`src/rtl/core/sapm_pkg.sv`:
```
`timescale 1ns / 1ps
// ----------------------------------------------------------------------------
// sapm_pkg
// Shared types and constants of the slice area piece measurer.
// ----------------------------------------------------------------------------
package sapm_pkg;

	localparam int PIXELS_PER_SENSOR = 10;
	localparam int PIECE_DEPTH       = 256;
	localparam int BATCH_DEPTH       = 256;

	localparam int SENSOR_COUNT = 11;
	localparam int SENSOR_W     = 10;
	localparam int PIX_W        = 7;
	localparam int PIX_MAX      = SENSOR_COUNT * PIXELS_PER_SENSOR;
	localparam int AREA_W       = PIX_W + 16;
	localparam int PIECE_AW     = (PIECE_DEPTH > 1) ? $clog2(PIECE_DEPTH) : 1;
	localparam int BATCH_LAST   = BATCH_DEPTH - 1;

	typedef logic [1:0] cfg_addr_t;

	typedef enum logic [1:0] {
		REG_END_GAP    = 2'd0,
		REG_PIXEL_AREA = 2'd1,
		REG_BATCH_SIZE = 2'd2
	} cfg_reg_t;

	typedef enum logic {
		ST_IDLE  = 1'b0,
		ST_PIECE = 1'b1
	} piece_state_t;

	typedef struct packed {
		logic [SENSOR_W-1:0] sensor_0;
		logic [SENSOR_W-1:0] sensor_1;
		logic [SENSOR_W-1:0] sensor_2;
		logic [SENSOR_W-1:0] sensor_3;
		logic [SENSOR_W-1:0] sensor_4;
		logic [SENSOR_W-1:0] sensor_5;
		logic [SENSOR_W-1:0] sensor_6;
		logic [SENSOR_W-1:0] sensor_7;
		logic [SENSOR_W-1:0] sensor_8;
		logic [SENSOR_W-1:0] sensor_9;
		logic [SENSOR_W-1:0] sensor_10;
	} item_t;

	typedef struct packed {
		logic [PIX_W-1:0] slice_pixels;
		logic             measuring;
		logic             piece_done;
		logic [31:0]      piece_area;
		logic [15:0]      piece_number;
		logic [7:0]       batch_slot;
		logic [31:0]      batch_total;
		logic             batch_full;
	} result_t;

	typedef struct packed {
		logic [3:0]  end_gap;
		logic [15:0] pixel_area;
		logic [15:0] batch_size;
	} cfg_t;

	typedef struct packed {
		logic [PIX_W-1:0]  pixels;
		logic [AREA_W-1:0] area;
	} slice_t;

endpackage

```
`src/rtl/core/sapm_slice.sv`:
```
`timescale 1ns / 1ps
// ----------------------------------------------------------------------------
// sapm_slice
// Input register, photoreceptor count and slice area product.
// ----------------------------------------------------------------------------
module sapm_slice (
	input  logic            clk,
	input  logic            load_s1,
	input  logic            load_s2,
	input  sapm_pkg::item_t item,
	input  sapm_pkg::cfg_t  cfg,
	output sapm_pkg::slice_t slice_s2
);
	import sapm_pkg::*;

	item_t            item_s1;
	logic [SENSOR_W-1:0] words [SENSOR_COUNT];
	logic [PIX_W-1:0] count;

	always_ff @(posedge clk) begin
		if (load_s1) begin
			item_s1 <= item;
		end
	end

	always_comb begin
		words[0]  = item_s1.sensor_0;
		words[1]  = item_s1.sensor_1;
		words[2]  = item_s1.sensor_2;
		words[3]  = item_s1.sensor_3;
		words[4]  = item_s1.sensor_4;
		words[5]  = item_s1.sensor_5;
		words[6]  = item_s1.sensor_6;
		words[7]  = item_s1.sensor_7;
		words[8]  = item_s1.sensor_8;
		words[9]  = item_s1.sensor_9;
		words[10] = item_s1.sensor_10;
	end

	always_comb begin
		count = '0;
		for (int i = 0; i < SENSOR_COUNT; i++) begin
			for (int j = 0; j < PIXELS_PER_SENSOR; j++) begin
				count = count + PIX_W'(words[i][j]);
			end
		end
	end

	always_ff @(posedge clk) begin
		if (load_s2) begin
			slice_s2.pixels <= count;
			slice_s2.area   <= AREA_W'(count) * AREA_W'(cfg.pixel_area);
		end
	end

endmodule

```
`src/rtl/core/sapm_tracker.sv`:
```
`timescale 1ns / 1ps
// ----------------------------------------------------------------------------
// sapm_tracker
// Piece state, area accumulation, piece store, batch sums and result register.
// The batch index only ever holds the first or the last slot, so those two
// slot sums are kept in registers cleared at reset.
// ----------------------------------------------------------------------------
module sapm_tracker (
	input  logic              clk,
	input  logic              arst_n,
	input  logic              update,
	input  sapm_pkg::slice_t  slice_s2,
	input  sapm_pkg::cfg_t    cfg,
	output sapm_pkg::result_t result_s3
);
	import sapm_pkg::*;

	piece_state_t state_q, state_d;
	logic [3:0]   empty_run_q, empty_run_d, run_inc;
	logic [31:0]  area_sum_q, area_sum_d;
	logic [15:0]  piece_count_q, piece_count_d;
	logic [7:0]   batch_index_q, batch_index_d;
	logic [31:0]  batch_first_q, batch_last_q, slot_sum, slot_new;
	logic         slot_is_last, nonempty, gap_hit, done, store_we;
	result_t      result_d;
	logic [31:0]  piece_store [PIECE_DEPTH];

	function automatic logic [31:0] sat_add32(input logic [31:0] a, input logic [31:0] b);
		logic [32:0] s;
		s = {1'b0, a} + {1'b0, b};
		return s[32] ? 32'hFFFF_FFFF : s[31:0];
	endfunction

	assign nonempty     = slice_s2.pixels != '0;
	assign run_inc      = (empty_run_q == 4'hF) ? empty_run_q : empty_run_q + 4'd1;
	assign gap_hit      = run_inc >= cfg.end_gap;
	assign slot_is_last = batch_index_q == 8'(BATCH_LAST);
	assign slot_sum     = slot_is_last ? batch_last_q : batch_first_q;
	assign slot_new     = sat_add32(slot_sum, area_sum_q);

	always_comb begin
		state_d = state_q;
		case (state_q)
			ST_IDLE: begin
				if (nonempty) state_d = ST_PIECE;
			end
			ST_PIECE: begin
				if (!nonempty && gap_hit) state_d = ST_IDLE;
			end
			default: state_d = ST_IDLE;
		endcase
	end

	always_comb begin
		done          = (state_q == ST_PIECE) && !nonempty && gap_hit;
		empty_run_d   = empty_run_q;
		area_sum_d    = area_sum_q;
		piece_count_d = piece_count_q;
		batch_index_d = batch_index_q;
		store_we      = 1'b0;
		if (nonempty) begin
			area_sum_d  = sat_add32((state_q == ST_PIECE) ? area_sum_q : 32'd0,
				32'(slice_s2.area));
			empty_run_d = '0;
		end else if (state_q == ST_PIECE) begin
			empty_run_d = run_inc;
			if (done) begin
				empty_run_d = '0;
				store_we    = {1'b0, piece_count_q} < 17'(PIECE_DEPTH);
				if (piece_count_q != 16'hFFFF) piece_count_d = piece_count_q + 16'd1;
				if (piece_count_d >= cfg.batch_size) batch_index_d = 8'(BATCH_LAST);
			end
		end

		result_d              = '0;
		result_d.slice_pixels = slice_s2.pixels;
		result_d.measuring    = state_d == ST_PIECE;
		result_d.piece_done   = done;
		result_d.batch_full   = piece_count_d >= cfg.batch_size;
		if (done) begin
			result_d.piece_area   = area_sum_q;
			result_d.piece_number = piece_count_q;
			result_d.batch_slot   = batch_index_q;
			result_d.batch_total  = slot_new;
		end
	end

	always_ff @(posedge clk or negedge arst_n) begin
		if (!arst_n) begin
			state_q       <= ST_IDLE;
			empty_run_q   <= '0;
			area_sum_q    <= '0;
			piece_count_q <= '0;
			batch_index_q <= '0;
			batch_first_q <= '0;
			batch_last_q  <= '0;
		end else if (update) begin
			state_q       <= state_d;
			empty_run_q   <= empty_run_d;
			area_sum_q    <= area_sum_d;
			piece_count_q <= piece_count_d;
			batch_index_q <= batch_index_d;
			if (done) begin
				if (slot_is_last) batch_last_q <= slot_new;
				else batch_first_q <= slot_new;
			end
		end
	end

	always_ff @(posedge clk) begin
		if (update) begin
			result_s3 <= result_d;
		end
		if (update && store_we) begin
			piece_store[piece_count_q[PIECE_AW-1:0]] <= area_sum_q;
		end
	end

endmodule

```
`src/rtl/core/slice_area_piece_measurer_core.sv`:
```
`timescale 1ns / 1ps
// ----------------------------------------------------------------------------
// slice_area_piece_measurer_core
// An accepted item beat passes the input, slice and result registers to its result beat.
// Throughput: one item per cycle when the output is not stalled, set by the three-stage pipeline
// (input register, count and multiply, piece update and result register).
// Reset: asynchronous; clears pipeline valids, piece state, counters,
// batch sums, and loads default register values. No clearing pass.
// ----------------------------------------------------------------------------
module slice_area_piece_measurer_core (
	input  logic                clk,
	input  logic                arst_n,
	input  logic                item_valid,
	output logic                item_stall,
	input  sapm_pkg::item_t     item,
	output logic                result_valid,
	input  logic                result_stall,
	output sapm_pkg::result_t   result,
	input  logic                cfg_valid,
	output logic                cfg_ready,
	input  sapm_pkg::cfg_addr_t cfg_index,
	input  logic [15:0]         cfg_data
);
	import sapm_pkg::*;

	cfg_t   cfg_q;
	slice_t slice_s2;
	logic   v1_q, v2_q, v3_q;
	logic   rdy1, rdy2, rdy3;

	assign cfg_ready = 1'b1;

	always_ff @(posedge clk or negedge arst_n) begin
		if (!arst_n) begin
			cfg_q.end_gap    <= 4'd3;
			cfg_q.pixel_area <= 16'd50;
			cfg_q.batch_size <= 16'd100;
		end else if (cfg_valid && cfg_ready) begin
			case (cfg_index)
				REG_END_GAP:    cfg_q.end_gap    <= cfg_data[3:0];
				REG_PIXEL_AREA: cfg_q.pixel_area <= cfg_data;
				REG_BATCH_SIZE: cfg_q.batch_size <= cfg_data;
				default: ;
			endcase
		end
	end

	assign rdy3       = !v3_q || !result_stall;
	assign rdy2       = !v2_q || rdy3;
	assign rdy1       = !v1_q || rdy2;
	assign item_stall = !rdy1;

	always_ff @(posedge clk or negedge arst_n) begin
		if (!arst_n) begin
			v1_q <= 1'b0;
			v2_q <= 1'b0;
			v3_q <= 1'b0;
		end else begin
			if (rdy1) v1_q <= item_valid;
			if (rdy2) v2_q <= v1_q;
			if (rdy3) v3_q <= v2_q;
		end
	end

	sapm_slice u_slice (
		.clk      (clk),
		.load_s1  (item_valid && rdy1),
		.load_s2  (v1_q && rdy2),
		.item     (item),
		.cfg      (cfg_q),
		.slice_s2 (slice_s2)
	);

	sapm_tracker u_tracker (
		.clk       (clk),
		.arst_n    (arst_n),
		.update    (v2_q && rdy3),
		.slice_s2  (slice_s2),
		.cfg       (cfg_q),
		.result_s3 (result)
	);

	assign result_valid = v3_q;

	a_done_not_measuring: assert property (@(posedge clk) disable iff (!arst_n)
		result_valid |-> !(result.piece_done && result.measuring))
		else $error("piece ended but still measuring");

	a_stall_needs_full: assert property (@(posedge clk) disable iff (!arst_n)
		item_stall |-> (v1_q && v2_q && v3_q))
		else $error("item stalled with a free stage");

	a_slot_range: assert property (@(posedge clk) disable iff (!arst_n)
		(result_valid && result.piece_done) |->
		(result.batch_slot == 8'd0 || result.batch_slot == 8'(BATCH_LAST)))
		else $error("batch slot outside first or last");

	a_pixel_bound: assert property (@(posedge clk) disable iff (!arst_n)
		result_valid |-> (result.slice_pixels <= PIX_W'(PIX_MAX)))
		else $error("slice pixel count out of range");

endmodule

```
`config.mk`:
```
export PLATFORM = sky130hd
export DESIGN_NAME = slice_area_piece_measurer_core
export DESIGN_NICKNAME = d
export VERILOG_FILES = /design/src/rtl/core/sapm_pkg.sv /design/src/rtl/core/sapm_slice.sv /design/src/rtl/core/sapm_tracker.sv /design/src/rtl/core/slice_area_piece_measurer_core.sv
export SDC_FILE = /design/constraint.sdc
export NUM_CORES = 1
export LEC_CHECK = 0
export BUFFER_PORTS_ARGS = -buffer_cell sky130_fd_sc_hd__clkbuf_2
export CORE_MARGIN = 5
export CORE_UTILIZATION = 45
export CTS_CLUSTER_SIZE = 40
export DETAILED_ROUTE_END_ITERATION = 7
export HOLD_SLACK_MARGIN = 0.03
export PLACE_DENSITY = 0.67
export SYNTH_ARGS = -nofsm -noshare
export SYNTH_HDL_FRONTEND = slang
export SYNTH_HIERARCHICAL = 1
export SYNTH_SLANG_ARGS = --single-unit
export TNS_END_PERCENT = 10
```
`constraint.sdc`:
```
create_clock -name clk -period 12.6 [get_ports clk]
set_clock_uncertainty 0.05 [all_clocks]
set_input_delay 1.89 -clock clk [delete_from_list [all_inputs] [get_ports clk]]
set_output_delay 1.89 -clock clk [all_outputs]
set_load 0.005 [all_outputs]
```
# Word-level counts from Yosys, hierarchy flattened
# Index checks and enable logic that the tools add are counted.
[classes] n_addsub=113 multipliers=1 n_lt_le_gt_ge=3 n_eq_ne=5 mux=18 bitwise=3 reduce_logical=26
[op_table] operator="adder 7 x 1 -> 7 bit" n=108
[op_table] operator="two-way mux 32 bit" n=4
[op_table] operator="two-way mux 16 bit" n=7
[op_table] operator="adder 32 x 23 -> 33 bit" n=1
[op_table] operator="adder 32 x 32 -> 33 bit" n=1
[op_table] operator=">= comparator 16 bit" n=2
[op_table] operator="multiplier 7 x 16 -> 23 bit" n=1
[op_table] operator="adder 16 x 1 -> 16 bit, second input constant" n=1
[op_table] operator="two-way mux 4 bit" n=4
[op_table] operator="!= test 16 bit, second input constant" n=1
[op_table] operator="AND reduction 2 bit" n=5
[op_table] operator="== test 8 bit, second input constant" n=1
[op_table] operator="nonzero test 7 bit" n=1
[op_table] operator="logical AND 1 bit" n=6
[op_table] operator="logical NOT 1 bit" n=6
[op_table] operator="AND reduction 3 bit" n=2
[op_table] operator="AND reduction 5 bit" n=1
[op_table] operator="adder 4 x 1 -> 4 bit, second input constant" n=1
[op_table] operator="== test 4 bit, second input constant" n=1
[op_table] operator=">= comparator 4 bit" n=1
[op_table] operator="logical OR 1 bit" n=3
[op_table] operator="NOT 1 bit" n=3
[op_table] operator="adder 1 x 1 -> 2 bit" n=1
[op_table] operator="== test 2 x 1 -> 1 bit, second input constant" n=1
[op_table] operator="5 further kinds" n=6
[totals] reg_bits=388 inputBits=133 out_inout_bits=101 wordCells=203

# Depth between registers and ports, before layout
# Gate-level depths: netlist of run 1.
[logic_depth] ltp_word=110 mapped_depth=39 mapped_depth_nobuf=38

# Cells and area by module
# Netlist of run 1, hierarchy kept.
[modules_own_cells] module="sapm_tracker" instances=1 cells_each=1323 area_each_um2=12827.3 seq_area_each_um2=5685.5
[modules_own_cells] module="sapm_slice" instances=1 cells_each=966 area_each_um2=11234.5 seq_area_each_um2=4204.0
[modules_own_cells] module="slice_area_piece_measurer_core" instances=1 cells_each=91 area_each_um2=1621.6 seq_area_each_um2=985.9

# Worst setup path after synthesis of run 1
# OpenSTA, ideal clock, no wires.
[synth_path] kind="register -> register" startpoint="register u_slice/item_s1[53] (netlist name)" endpoint="register u_slice/slice_s2[19] (netlist name)" setup_time_ns=0.260 arrival_ns=10.330 required_ns=12.290 path_slack_ns=1.960 path_stages_with_launch=39 path_buffers=1 synth_period_minus_slack_ns=10.640 cell_sequence="edfxtp_1 > fa_1 > inv_1 > fa_1 > inv_1 > fa_1 > inv_1 > fa_1 > inv_1 > fa_1 > inv_1 > fa_1 > fa_1 > fa_1 > fa_1 > fa_1 > fa_1 > inv_1 > [3 not listed] > a21oi_4 > buf_4 > mux2i_1 > fa_1 > inv_1 > fa_1 > inv_1 > fa_1 > inv_1 > fa_1 > inv_1 > ha_1 > nand4_2 > nor3b_2 > or4b_1 > o211ai_2 > a21oi_2 > xnor2_1"
[synth_via] elab_chain_len=58
[synth_rtl] item="from (decl)" line_no="sapm_slice.sv:16" source="item_t item_s1;"
[synth_rtl] item="from (signal assigned)" line_no="sapm_slice.sv:22" source="item_s1 <= item;"
[synth_rtl] item="adder 7 x 1 -> 7 bit (57 in series)" line_no="sapm_slice.sv:44" source="count = count + PIX_W'(words[i][j]);"
[synth_rtl] item="multiplier 7 x 16 -> 23 bit" line_no="sapm_slice.sv:52" source="slice_s2.area <= AREA_W'(count) * AREA_W'(cfg.pixel_area);"
# No other way between the ends.
# A chain may end at the register's enable or synchronous reset.

# Final worst setup path of run 1
[layout_path] startpoint="register u_slice/item_s1[53] (netlist name)" endpoint="register u_slice/slice_s2[22] (netlist name)"
[layout_via] elab_chain_len=58
[layout_rtl] item="adder 7 x 1 -> 7 bit (57 in series)" line_no="sapm_slice.sv:44"
[layout_rtl] item="multiplier 7 x 16 -> 23 bit" line_no="sapm_slice.sv:52"
# No other way between the ends.

==> metrics.md, run 1 <==
| Metric | Value |
|---|---|
| Hold Crit Depth | 0 |
| Hold wc startpoint | u_slice/slice_s2[27] |
| Final Hold Viols | 0 |
| Combinational family with the most area after synthesis | adder cells |
| Register area share after synthesis | 42.34% |
| Worst setup startpoint | u_slice/item_s1[53] |
| Final ANT Viol Nets | 0 |
| Setup repair after global routing missed its margin | false |
| Adder and majority gate portion of the synthesized area | 20.63% |
| Core area | 56500 um^2 |
| Top-area cell type share of the netlist area | a little over a quarter |
| Worst reg2reg setup slack | 1160 ps |
| Final WL | between 50 and 60 mm |
| Initial DRT Pass Iterations | 5 |
| CP Max Fanout | 9 |
| Clock tree sinks | between 300 and 400 |
| Status | finished clean |
| Critical path endpoint category | flip-flop |
| Post-CTS sizing | 0 |
| Period Utilization, post-route | 90.77% |
| TritonCTS clock tree | yes |
| Crit path max-delay cell type | fa_1 |
| Share of layout cells above drive strength 1 | between 10% and 20% |
| First-pass GRT wire length | 95.48 mm |
| Yosys top cell by area | edfxtp_1 |
| Final core occ | between 50% and 60% |
| Die X | ~250 um |
| Max Transition Viols Final | 0 |
| Port bufs | 232 |
| Syn Area/Cell | about 11 um^2 |
| Overall global routing resource usage | 18.78% |
| Ys async rst share | 40.46% |
| Wirelength per Cell | 17.33 um |
| Hold_buf cts | 0 |
| Synth warn | 6 |
| DRC errors left | 0 |
| Setup-failing EPs final | 0 |
| Yosys cell types | between 90 and 100 |
| Nets | 3031 |
| TritonCTS Buffers | 44 |
| Rows | 87 |
| Post-Syn Instances | approximately 2400 |
| Slew margin rel. | a little over a quarter |
| Worst reg2reg path endpoint | u_slice/slice_s2[22] |
| Setup TNS Final | 0 ps |
| CTS Root Cell | clkbuf_16 |
| Top_reg_cell synth | edfxtp_1 |
| Worst path required time | around 13000 ps |
| Largest net degree at the start of global routing | 106 |
| Clock Pin Slew Worst Setup and Hold Paths | ~60 ps |
| Cell Area, Synth | ~26000 um^2 |
| Worst hold path class | reg2reg |
| CP Launch Type | flip-flop |
| Clock Latency Late Sink | around 600 ps |
| Slew @ Worst Pin | 1108 ps |
| Post-CTS Setup Inserts | 0 |
| # fillers | between 4000 and 5000 |
| Max stage delay on crit path | between 500 and 600 ps |
| Synth Register Bits | 388 |
| GP Congestion | between 0.8 and 0.9 |
| Syn_nets | roughly 2800 |
| Most numerous cell on the critical path | fa_1 |
| Critical Path AT | between 10000 and 15000 ps |
| Number of synthesized flops with an enable pin | 231 |
| Tmin final | about 11000 ps |
| R2R cell count | 34 |
| Fmax | 87.43 MHz |
| Die height | 248.9 um |
| Drt via density | between 5 and 6 |
| Max_cap viols | 0 |
| Complex-gate fraction of the synthesized area | a little under a tenth |
| Top post-synthesis cells by area | edfxtp_1, dfrtp_1, fa_1, ha_1, inv_1 |
| Critical path class | reg2reg |
| Initial Utilization | a little under half |
| Post-Synth XOR/XNOR Area | 3.444% |
| Clock H-tree levels | 2 |
| Mux cell area share after synthesis | under 10% |
| Post-DP HPWL | roughly 44 mm |
| I/O pin count | 234 |
| Initial antenna violation count | 1 |
| 1st-iter DRT viols | 894 |
| Area growth syn-to-layout | 12.72% |
| Vias | ~17000 |
| Total gr overflow | 0 |
| Vias in the first global route | ~18000 |
| Clk buf depth | 3 |
| Hold Path Sink | u_tracker/result_s3[95] |
| Synth Area in Simple Gates | roughly an eighth |
| Reg-to-reg startpoint | u_slice/item_s1[53] |
| Full die area | around 62000 um^2 |
==> cells in the final DEF (no fill, tap or decap), drive strengths merged, types with 5 or more instances in the layout <==
master	n
edfxtp	231
fa	169
mux2i	33
a41oi	6
nor3	22
buf	18
o21ai	99
a211oi	12
nor2	160
clkbuf	282
ha	153
nand3	24
clkinv	19
and4	5
o21bai	7
a21o	35
or2	6
a31oi	14
o21a	11
dfstp	8
xnor2	46
nor2b	14
xor2	55
dfrtp	149
mux2	77
inv	324
a21oi	138
nor4	6
nand2b	55
nand4	20
o211ai	14
and2	102
a22o	5
and3	7
bufinv	5
nand2	222
==> cell type report <==
cell class | instances | area (um^2) | area share [%]
Clock inverter | 31 | 325.3 | 1.124
Multi-Input combinational cell | 1573 | 13150 | 45.40
Timing Repair Buffer | 249 | 1295 | 4.473
Inverter | 320 | 1204 | 4.157
Sequential cell | 388 | 10880 | 37.56
Clock buffer | 51 | 1159 | 4.002
Antenna cell | 1 | 2.502 | 0.008643
Tap cell | 756 | 945.9 | 3.267
==> metrics by stage <==
| step | setup WS, ps | hold slack [ps] | cells | instance area, um^2 |
|---|---|---|---|---|
| 5_1_grt | 441.4 | 414.8 | 3369 | 28950 |
| 2_1_floorplan | 1960 | 376.8 | 2380 | 25680 |
| 6_report | 1162 | 405.0 | 3369 | 28950 |
| 4_1_cts | 1064 | 403.4 | 3368 | 28950 |
| 3_3_place_gp | 1332 | 385.7 | 3286 | 27470 |
| 3_5_place_dp | 1083 | 387.7 | 3286 | 27470 |
==> cells in the mapped netlist (18+ instances only) <==
master and count:
inv_1 319, a21o_1 35, edfxtp_1 231, clkbuf_1 59
xnor2_1 46, dfrtp_1 149, nand3_1 23, mux2i_1 33
mux2_4 20, nand2b_1 55, nand4_1 18, a21oi_1 133
nand2_1 221, ha_1 153, nor3_1 21, nor2_1 158
mux2_2 57, fa_1 169, xor2_1 55, and2_1 102
o21ai_0 89
==> critical path, delay by kind of cell, from the launching register on <==
kind	cells	cell delay (ps)
AOI/OAI and AO/OA	9	2430
adders and majority gates	15	7400
DFF	1	400
buffers and inverters	9	500
muxes	1	430
==> worst max path at each step <==
| stage | end | slack [ps] | cells after the start |
|---|---|---|---|
| floorplan | u_slice/slice_s2[19] | 1960 | 38 |
| global placement | u_slice/slice_s2[22] | 1330 | 34 |
| detailed placement | u_slice/slice_s2[22] | 1080 | 34 |
| CTS | u_slice/slice_s2[22] | 1060 | 34 |
| global route | u_slice/slice_s2[18] | 440 | 35 |
| finish | u_slice/slice_s2[22] | 1160 | 34 |
==> kinds of logic (layout without fill, tap and decap cells) <==
family / after synthesis / after routing
AOI/OAI and AO/OA: 382 / 382
xor gates and xnor gates: 101 / 101
adders and majority gates: 322 / 322
buffers and inverters: 419 / 651
DFF: 388 / 388
muxes: 110 / 110
other: 1 / 2
and+or+nand+nor: 657 / 657
==> metal layers <==
| metal | routed length [um] | up-vias | GRT usage, % |
|---|---|---|---|
| li1 | - | 8358 | - |
| met2 | 29250 | 428 | 33.29 |
| met1 | 24630 | 8516 | 23.81 |
| met5 | 0 | - | 0 |
| met4 | 1630 | 0 | 5.486 |
| met3 | 2889 | 98 | 3.080 |
==> registers in the layout (all words and copies together), names as in the netlist <==
| register | count |
|---|---|
| u_slice/slice_s2 | 30 |
| u_tracker/result_s3 | 91 |
| u_tracker/batch_first_q | 32 |
| u_slice/item_s1 | 110 |
| u_tracker/state_q | 1 |
| u_tracker/empty_run_q | 4 |
| result_valid | 1 |
| cfg_q | 36 |
| u_tracker/batch_last_q | 32 |
| u_tracker/batch_index_q | 1 |
| u_tracker/area_sum_q | 32 |
| u_tracker/piece_count_q | 16 |
| v1_q | 1 |
| v2_q | 1 |
Power of run 1 is not shown: default switching activity piles up to over one toggle a cycle in this logic, so the estimate is an artifact.
==> run 2, diff against run 1 <==
Settings changed: ABC_AREA from default to 1, CTS_BUF_LIST from default to sky130_fd_sc_hd__clkbuf_4 sky130_fd_sc_hd__clkbuf_8.
==> metrics.md, run 2 <==
| Metric | Value |
|---|---|
| Status | finished clean |
| Setup TNS Final | 0 ps (unchanged) |
| Drt via density | 4.902 (-5.1%) |
| DRC errors left | 0 (unchanged) |
| Setup repair after global routing missed its margin | false |
| Synth Register Bits | 388 (unchanged) |
| Initial Utilization | 45.42% (about the same) |
| Largest Register | u_slice/item_s1 |
| Vias in the first global route | 21750 (+20%) |
| Critical path endpoint category | flip-flop |
| Die height | 256.8 um (+3.2%) |
| TritonCTS clock tree | yes |
| Commonest cells after routing, fill and taps aside | nand2_1, inv_1, nor2_1, clkbuf_2, edfxtp_1 |
| Post-Syn Instances | 3342 (+40%) |
| Top-count cell post-synth | nand2_1 |
| Crit path max-delay family | adder cells |
| Top cells by count, synth | nand2_1, inv_1, nor2_1, edfxtp_1, fa_1 |
| Max_cap viols | 0 (unchanged) |
| Share of layout cells above drive strength 1 | 11.31% (-6.0 points) |
| Clock Pin Slew Worst Setup and Hold Paths | 60 ps (about the same) |
| Clk buf depth | 3 (unchanged) |
| Critical path class | reg2reg |
| Top post-synthesis cells by area | edfxtp_1, nand2_1, dfrtp_1, fa_1, inv_1 |
| Slew @ Worst Pin | 1080 ps (-28.32 ps) |
| Max stage delay on crit path | 600 ps (about the same) |
| Crit path max-delay cell type | xnor2_1 |
| I/O pin count | 234 (unchanged) |
| Vias | 21700 (+25%) |
| Final Worst Setup Slack | 1949 ps (+786.5 ps) |
| Syn_nets | 3797 (+34%) |
| TritonCTS Buffers | 72 (+64%) |
| Wirelength per Cell | 15.70 um (-9.4%) |
| Hold_buf cts | 0 (unchanged) |
| Post-CTS Setup Inserts | 0 (unchanged) |
| CP Launch Type | flip-flop |
| Most numerous cell on the critical path | fa_1 |
| Cell Area, Synth | 27410 um^2 (+6.7%) |
| Final ANT Viol Nets | 0 (unchanged) |
| WP buf/inv | 9 (unchanged) |
| Clock tree sinks | 388 (unchanged) |
| Max reg flops | 110 (unchanged) |
| CTS Root Cell | clkbuf_8 |
| Most common cell after layout, fill and taps aside | nand2_1 |
| Rows | 90 (+3.4%) |
| Max Transition Viols Final | 0 (unchanged) |
| Area growth syn-to-layout | 11.94% |
| Initial antenna violation count | 11 (+10) |
| Largest net degree at the start of global routing | 99 (-6.6%) |
| Final WL | 69.49 mm (+19%) |
| Register area share after synthesis | 39.67% (-2.7 points) |
| Slew margin rel. | 27.83% (+1.7 points) |
| Clock H-tree levels | 3 (+1) |
| Period Utilization, post-route | 84.53% (-6.2 points) |
| Number of synthesized flops with an enable pin | 231 (unchanged) |
| Top flop regs | u_slice/item_s1 x110, u_tracker/result_s3 x91, cfg_q x36 |
| Overall global routing resource usage | 21.26% (+2.5 points) |
| Final Hold Viols | 0 (unchanged) |
| Yosys cell types | 50 (-46%) |
| 1st-iter DRT viols | 1387 (+55%) |
| First-pass GRT wire length | 113.6 mm (+19%) |
| Syn Area/Cell | 8.202 um^2 (-24%) |
| Nets | 4045 (+33%) |
| Yosys top cell by area | edfxtp_1 |
| GP Congestion | 0.9915 (+11%) |
| CP Max Fanout | 10 (+1) |
| Synth warn | 6 (unchanged) |
| Placement Cell Area | 29170 um^2 (+6.2%) |
| Top_reg_cell synth | edfxtp_1 |
| Post-CTS sizing | 0 (unchanged) |
| Pre-CTS setup slack | 2011 ps (+928.1 ps) |
| Die X | 256.8 um (+3.2%) |
| Fin area | 30690 um^2 (+6.0%) |
| Post-DP HPWL | 55.13 mm (+25%) |
| Setup-failing EPs final | 0 (unchanged) |
| Top-area cell type share of the netlist area | 25.30% (-1.7 points) |
| Worst path required time | 12960 ps (+80 ps) |
| Total gr overflow | 0 (unchanged) |
| Ys async rst share | 40.46% (unchanged) |
| Fmax | 93.89 MHz (+7.4%) |
| Clock Latency Late Sink | 670 ps (+80 ps) |
| Worst hold path class | reg2reg |
| Port bufs | 232 (unchanged) |
| Critical Path AT | 11010 ps (-710 ps) |
| Tmin final | 10650 ps (-786.5 ps) |
| Core area | 60360 um^2 (+6.8%) |
| Initial DRT Pass Iterations | 5 (unchanged) |
| Full die area | 65950 um^2 (+6.5%) |
run 2: cell count changes after synthesis, moves of 33 or more:
| cell | previous run | this run |
|---|---|---|
| nand3_1 | 23 | 120 |
| a21o_1 | 35 | 1 |
| nor2_1 | 158 | 309 |
| clkbuf_1 | 59 | 16 |
| and2_1 | 102 | 17 |
| nand4_1 | 18 | 56 |
| nand2_1 | 221 | 1055 |
| a21oi_1 | 133 | 96 |
| inv_1 | 319 | 676 |
| nand2b_1 | 55 | 0 |
| mux2i_1 | 33 | 0 |
| mux2_2 | 57 | 1 |
run 2: tightest hold or removal path, stage by stage (launching register included):
cell	delay [ps]
dfstp_2	360
nand2_1	50
nand2_1	40
run 2: kinds of logic after synthesis:
family,Yosys count,share of synthesized area [%]
simple gates,1611,23.85
buf+inv,760,11.37
flops,388,39.67
fa+ha+maj,322,19.33
compound gates,201,3.820
xor+xnor,58,1.908
other cells,1,0.01368
mux,1,0.04108
run 2: area by class of cell:
class	instances	area [um^2]
Timing Repair Buffer	247	1280
Sequential cell	388	10880
Clock buffer	100	1245
Tap cell	782	978.4
Multi-Input combinational cell	2194	13450
Inverter	687	2589
Fill cell	5817	29670
Antenna cell	1	2.502
Clock inverter	27	269.0
run 2: routing by layer:
metal / routed length, um / vias to the layer above / global-route usage, %
li1: - / 10790 / -
met1: 30370 / 10110 / 28.02
met2: 33040 / 617 / 35.88
met3: 3907 / 153 / 3.817
met4: 2033 / 20 / 6.830
met5: 132 / - / 0
run 2: through the flow:
step | hold WS (ps) | util, % | std cells
after global placement | 403.3 | 48.33 | 4298
after CTS | 411.9 | 50.84 | 4425
after global routing | 437.2 | 50.84 | 4426
after floorplan | 376.4 | - | 3342
final | 410.3 | 50.84 | 4426
after detailed placement | 392.3 | 48.33 | 4298
run 2: worst paths after layout:
check	startpoint	to	slack (ps)	cells past startpoint
worst max-delay path	u_slice/item_s1[53]	u_slice/slice_s2[17]	1950	34
worst min-delay path	cfg_q[33]	cfg_q[33]	410	2
worst max register to register	u_slice/item_s1[53]	u_slice/slice_s2[17]	1950	34
worst min register to register	cfg_q[33]	cfg_q[33]	410	2
max in group asynchronous	arst_n	u_tracker/area_sum_q[24]	9820	2
min in group asynchronous	arst_n	u_tracker/batch_first_q[10]	1310	1
Power of run 2 is left out for the same reason.
==> run 3, diff against run 2 <==
Settings changed: ABC_AREA 1 to 0.
Clock period 12.6 ns to 10.49 ns, I/O delays scaled along.
==> metrics.md, run 3 (synthesis results as in run 1) <==
| Metric | Value |
|---|---|
| Status | finished with violations |
| Failing checks | negative setup slack |
| GP Congestion | 0.9065 (-8.6%) |
| DRC errors left | 0 (unchanged) |
| Worst path required time | 10840 ps (-2120 ps) |
| Core area | 56500 um^2 (-6.4%) |
| Fmax | 93.13 MHz (-0.81%) |
| Final ANT Viol Nets | 0 (unchanged) |
| Fin area | 29570 um^2 (-3.6%) |
| Tmin final | 10740 ps (+86.60 ps) |
| Port bufs | 232 (unchanged) |
| Full die area | 61950 um^2 (-6.1%) |
| Top flop regs | u_slice/item_s1 x110, u_tracker/result_s3 x91, cfg_q x36 |
| Clock Latency Late Sink | 670 ps (about the same) |
| Critical Path AT | 11080 ps (+70 ps) |
| Largest Register | u_slice/item_s1 |
| Multi-input logic area | 13330 um^2 (-0.86%) |
| Period Utilization, post-route | 102.4% (+18 points) |
| Wirelength per Cell | 17.01 um (+8.3%) |
| Final Hold Viols | 0 (unchanged) |
| Final WL | 58.92 mm (-15%) |
| Max stage delay on crit path | 540 ps (-60 ps) |
| Worst reg2reg setup slack | -250 ps (-2200 ps) |
| Critical path class | reg2reg |
| Overall global routing resource usage | 19.14% (-2.1 points) |
| TritonCTS clock tree | yes |
| Hold Crit Depth | 0 (-2) |
| Most common cell after layout, fill and taps aside | inv_1 |
| Post-DP HPWL | 44.90 mm (-19%) |
| Die X | 248.9 um (-3.1%) |
| Clk buf depth | 3 (unchanged) |
| Final Worst Setup Slack | -247.7 ps (-2197 ps) |
| Crit path max-delay cell type | fa_1 |
| Placement Cell Area | 27880 um^2 (-4.4%) |
| Most numerous cell on the critical path | fa_1 |
| Die height | 248.9 um (-3.1%) |
| Max reg flops | 110 (unchanged) |
| Hold wc startpoint | u_slice/slice_s2[27] |
| Nets | 3104 (-23%) |
| Largest net degree at the start of global routing | 98 (-1.0%) |
| Setup-failing EPs final | 10 (+10) |
| Area growth syn-to-layout | 15.14% |
| Worst reg2reg path endpoint | u_slice/slice_s2[19] |
| Initial Utilization | 45.46% (about the same) |
| First-pass GRT wire length | 97.31 mm (-14%) |
| Max Transition Viols Final | 0 (unchanged) |
| TritonCTS Buffers | 69 (-4.2%) |
| I/O pin count | 234 (unchanged) |
| Max_cap viols | 0 (unchanged) |
| Setup repair after global routing missed its margin | true |
| Clock Pin Slew Worst Setup and Hold Paths | 60 ps (about the same) |
| Initial antenna violation count | 5 (-6) |
| Share of layout cells above drive strength 1 | 21.21% (+9.9 points) |
| Reg-to-reg startpoint | u_slice/item_s1[53] |
| Commonest cells after routing, fill and taps aside | inv_1, clkbuf_2, edfxtp_1, nand2_1, fa_1 |
| Hold Path Sink | u_tracker/result_s3[95] |
| Sequential cell area | 10880 um^2 (unchanged) |
| Slew margin rel. | 26.07% (-1.8 points) |
| Critical path endpoint category | flip-flop |
| Rows | 87 (-3.3%) |
| Initial DRT Pass Iterations | 5 (unchanged) |
| R2R cell count | 38 (+12%) |
| Total gr overflow | 0 (unchanged) |
| Worst hold path class | reg2reg |
| CP Max Fanout | 10 (unchanged) |
| 1st-iter DRT viols | 873 (-37%) |
| Clock H-tree levels | 3 (unchanged) |
| Vias | 17710 (-18%) |
| CP Launch Type | flip-flop |
| Drt via density | 5.111 (+4.3%) |
| CTS Root Cell | clkbuf_8 |
| # fillers | 4993 (-14%) |
| Slew @ Worst Pin | 1109 ps (+28.96 ps) |
| Clock tree sinks | 388 (unchanged) |
| Vias in the first global route | 18810 (-14%) |
| Setup TNS Final | -1052 ps (-1052 ps) |
## run 3: worst max-delay path by stage
stage | start | to | slack, ps | cells past startpoint
after detailed placement | u_slice/item_s1[53] | u_slice/slice_s2[22] | -440 | 35
after floorplan | u_slice/item_s1[53] | u_slice/slice_s2[19] | 2 | 38
after CTS | u_slice/item_s1[53] | u_slice/slice_s2[19] | -270 | 38
after global routing | u_slice/item_s1[53] | u_slice/slice_s2[19] | -720 | 38
final | u_slice/item_s1[53] | u_slice/slice_s2[19] | -250 | 38
after global placement | u_slice/item_s1[53] | u_slice/slice_s2[22] | -210 | 35
## run 3: cell type report
class | instances | area share, %
Antenna cell | 7 | 0.05923
Clock buffer | 98 | 4.138
Clock inverter | 25 | 1.045
Tap cell | 756 | 3.199
Timing Repair Buffer | 297 | 5.636
Sequential cell | 388 | 36.78
Inverter | 320 | 4.070
Multi-Input combinational cell | 1573 | 45.08
## run 3: through the flow
step	worst slack (ps)	hold slack, ps	util, %	cells
final	-247.7	405.9	52.34	3464
after global routing	-722.7	413.0	52.34	3463
after CTS	-269.3	406.0	52.15	3456
after detailed placement	-437.6	391.5	49.34	3333
after global placement	-211.6	384.2	49.34	3333
after floorplan	2.357	376.8	-	2380
## run 3: critical path, delay by kind of cell, from the launching register on
family                     cells  cell delay [ps]
adders and majority gates     16             7490
AOI/OAI and AO/OA              6              700
xor gates and xnor gates       1              110
buffers and inverters         11              730
DFF                            1              400
muxes                          1              150
and+or+nand+nor                3              830
## run 3: what timing repair did
item                                    in CTS  in global routing
hold buffers                                 0                  0
resized for setup                           13                 17
pin swaps                                    9                  5
setup buffers                                0                  1
endpoints found under the setup margin      13                 15
## run 3: metal layers
| metal | wire length, um | track usage (%) |
|---|---|---|
| met3 | 2727 | 3.571 |
| met5 | 0 | 0 |
| met1 | 25050 | 24.19 |
| met2 | 29350 | 33.11 |
| met4 | 1791 | 6.795 |
Power of run 3 is left out for the same reason.
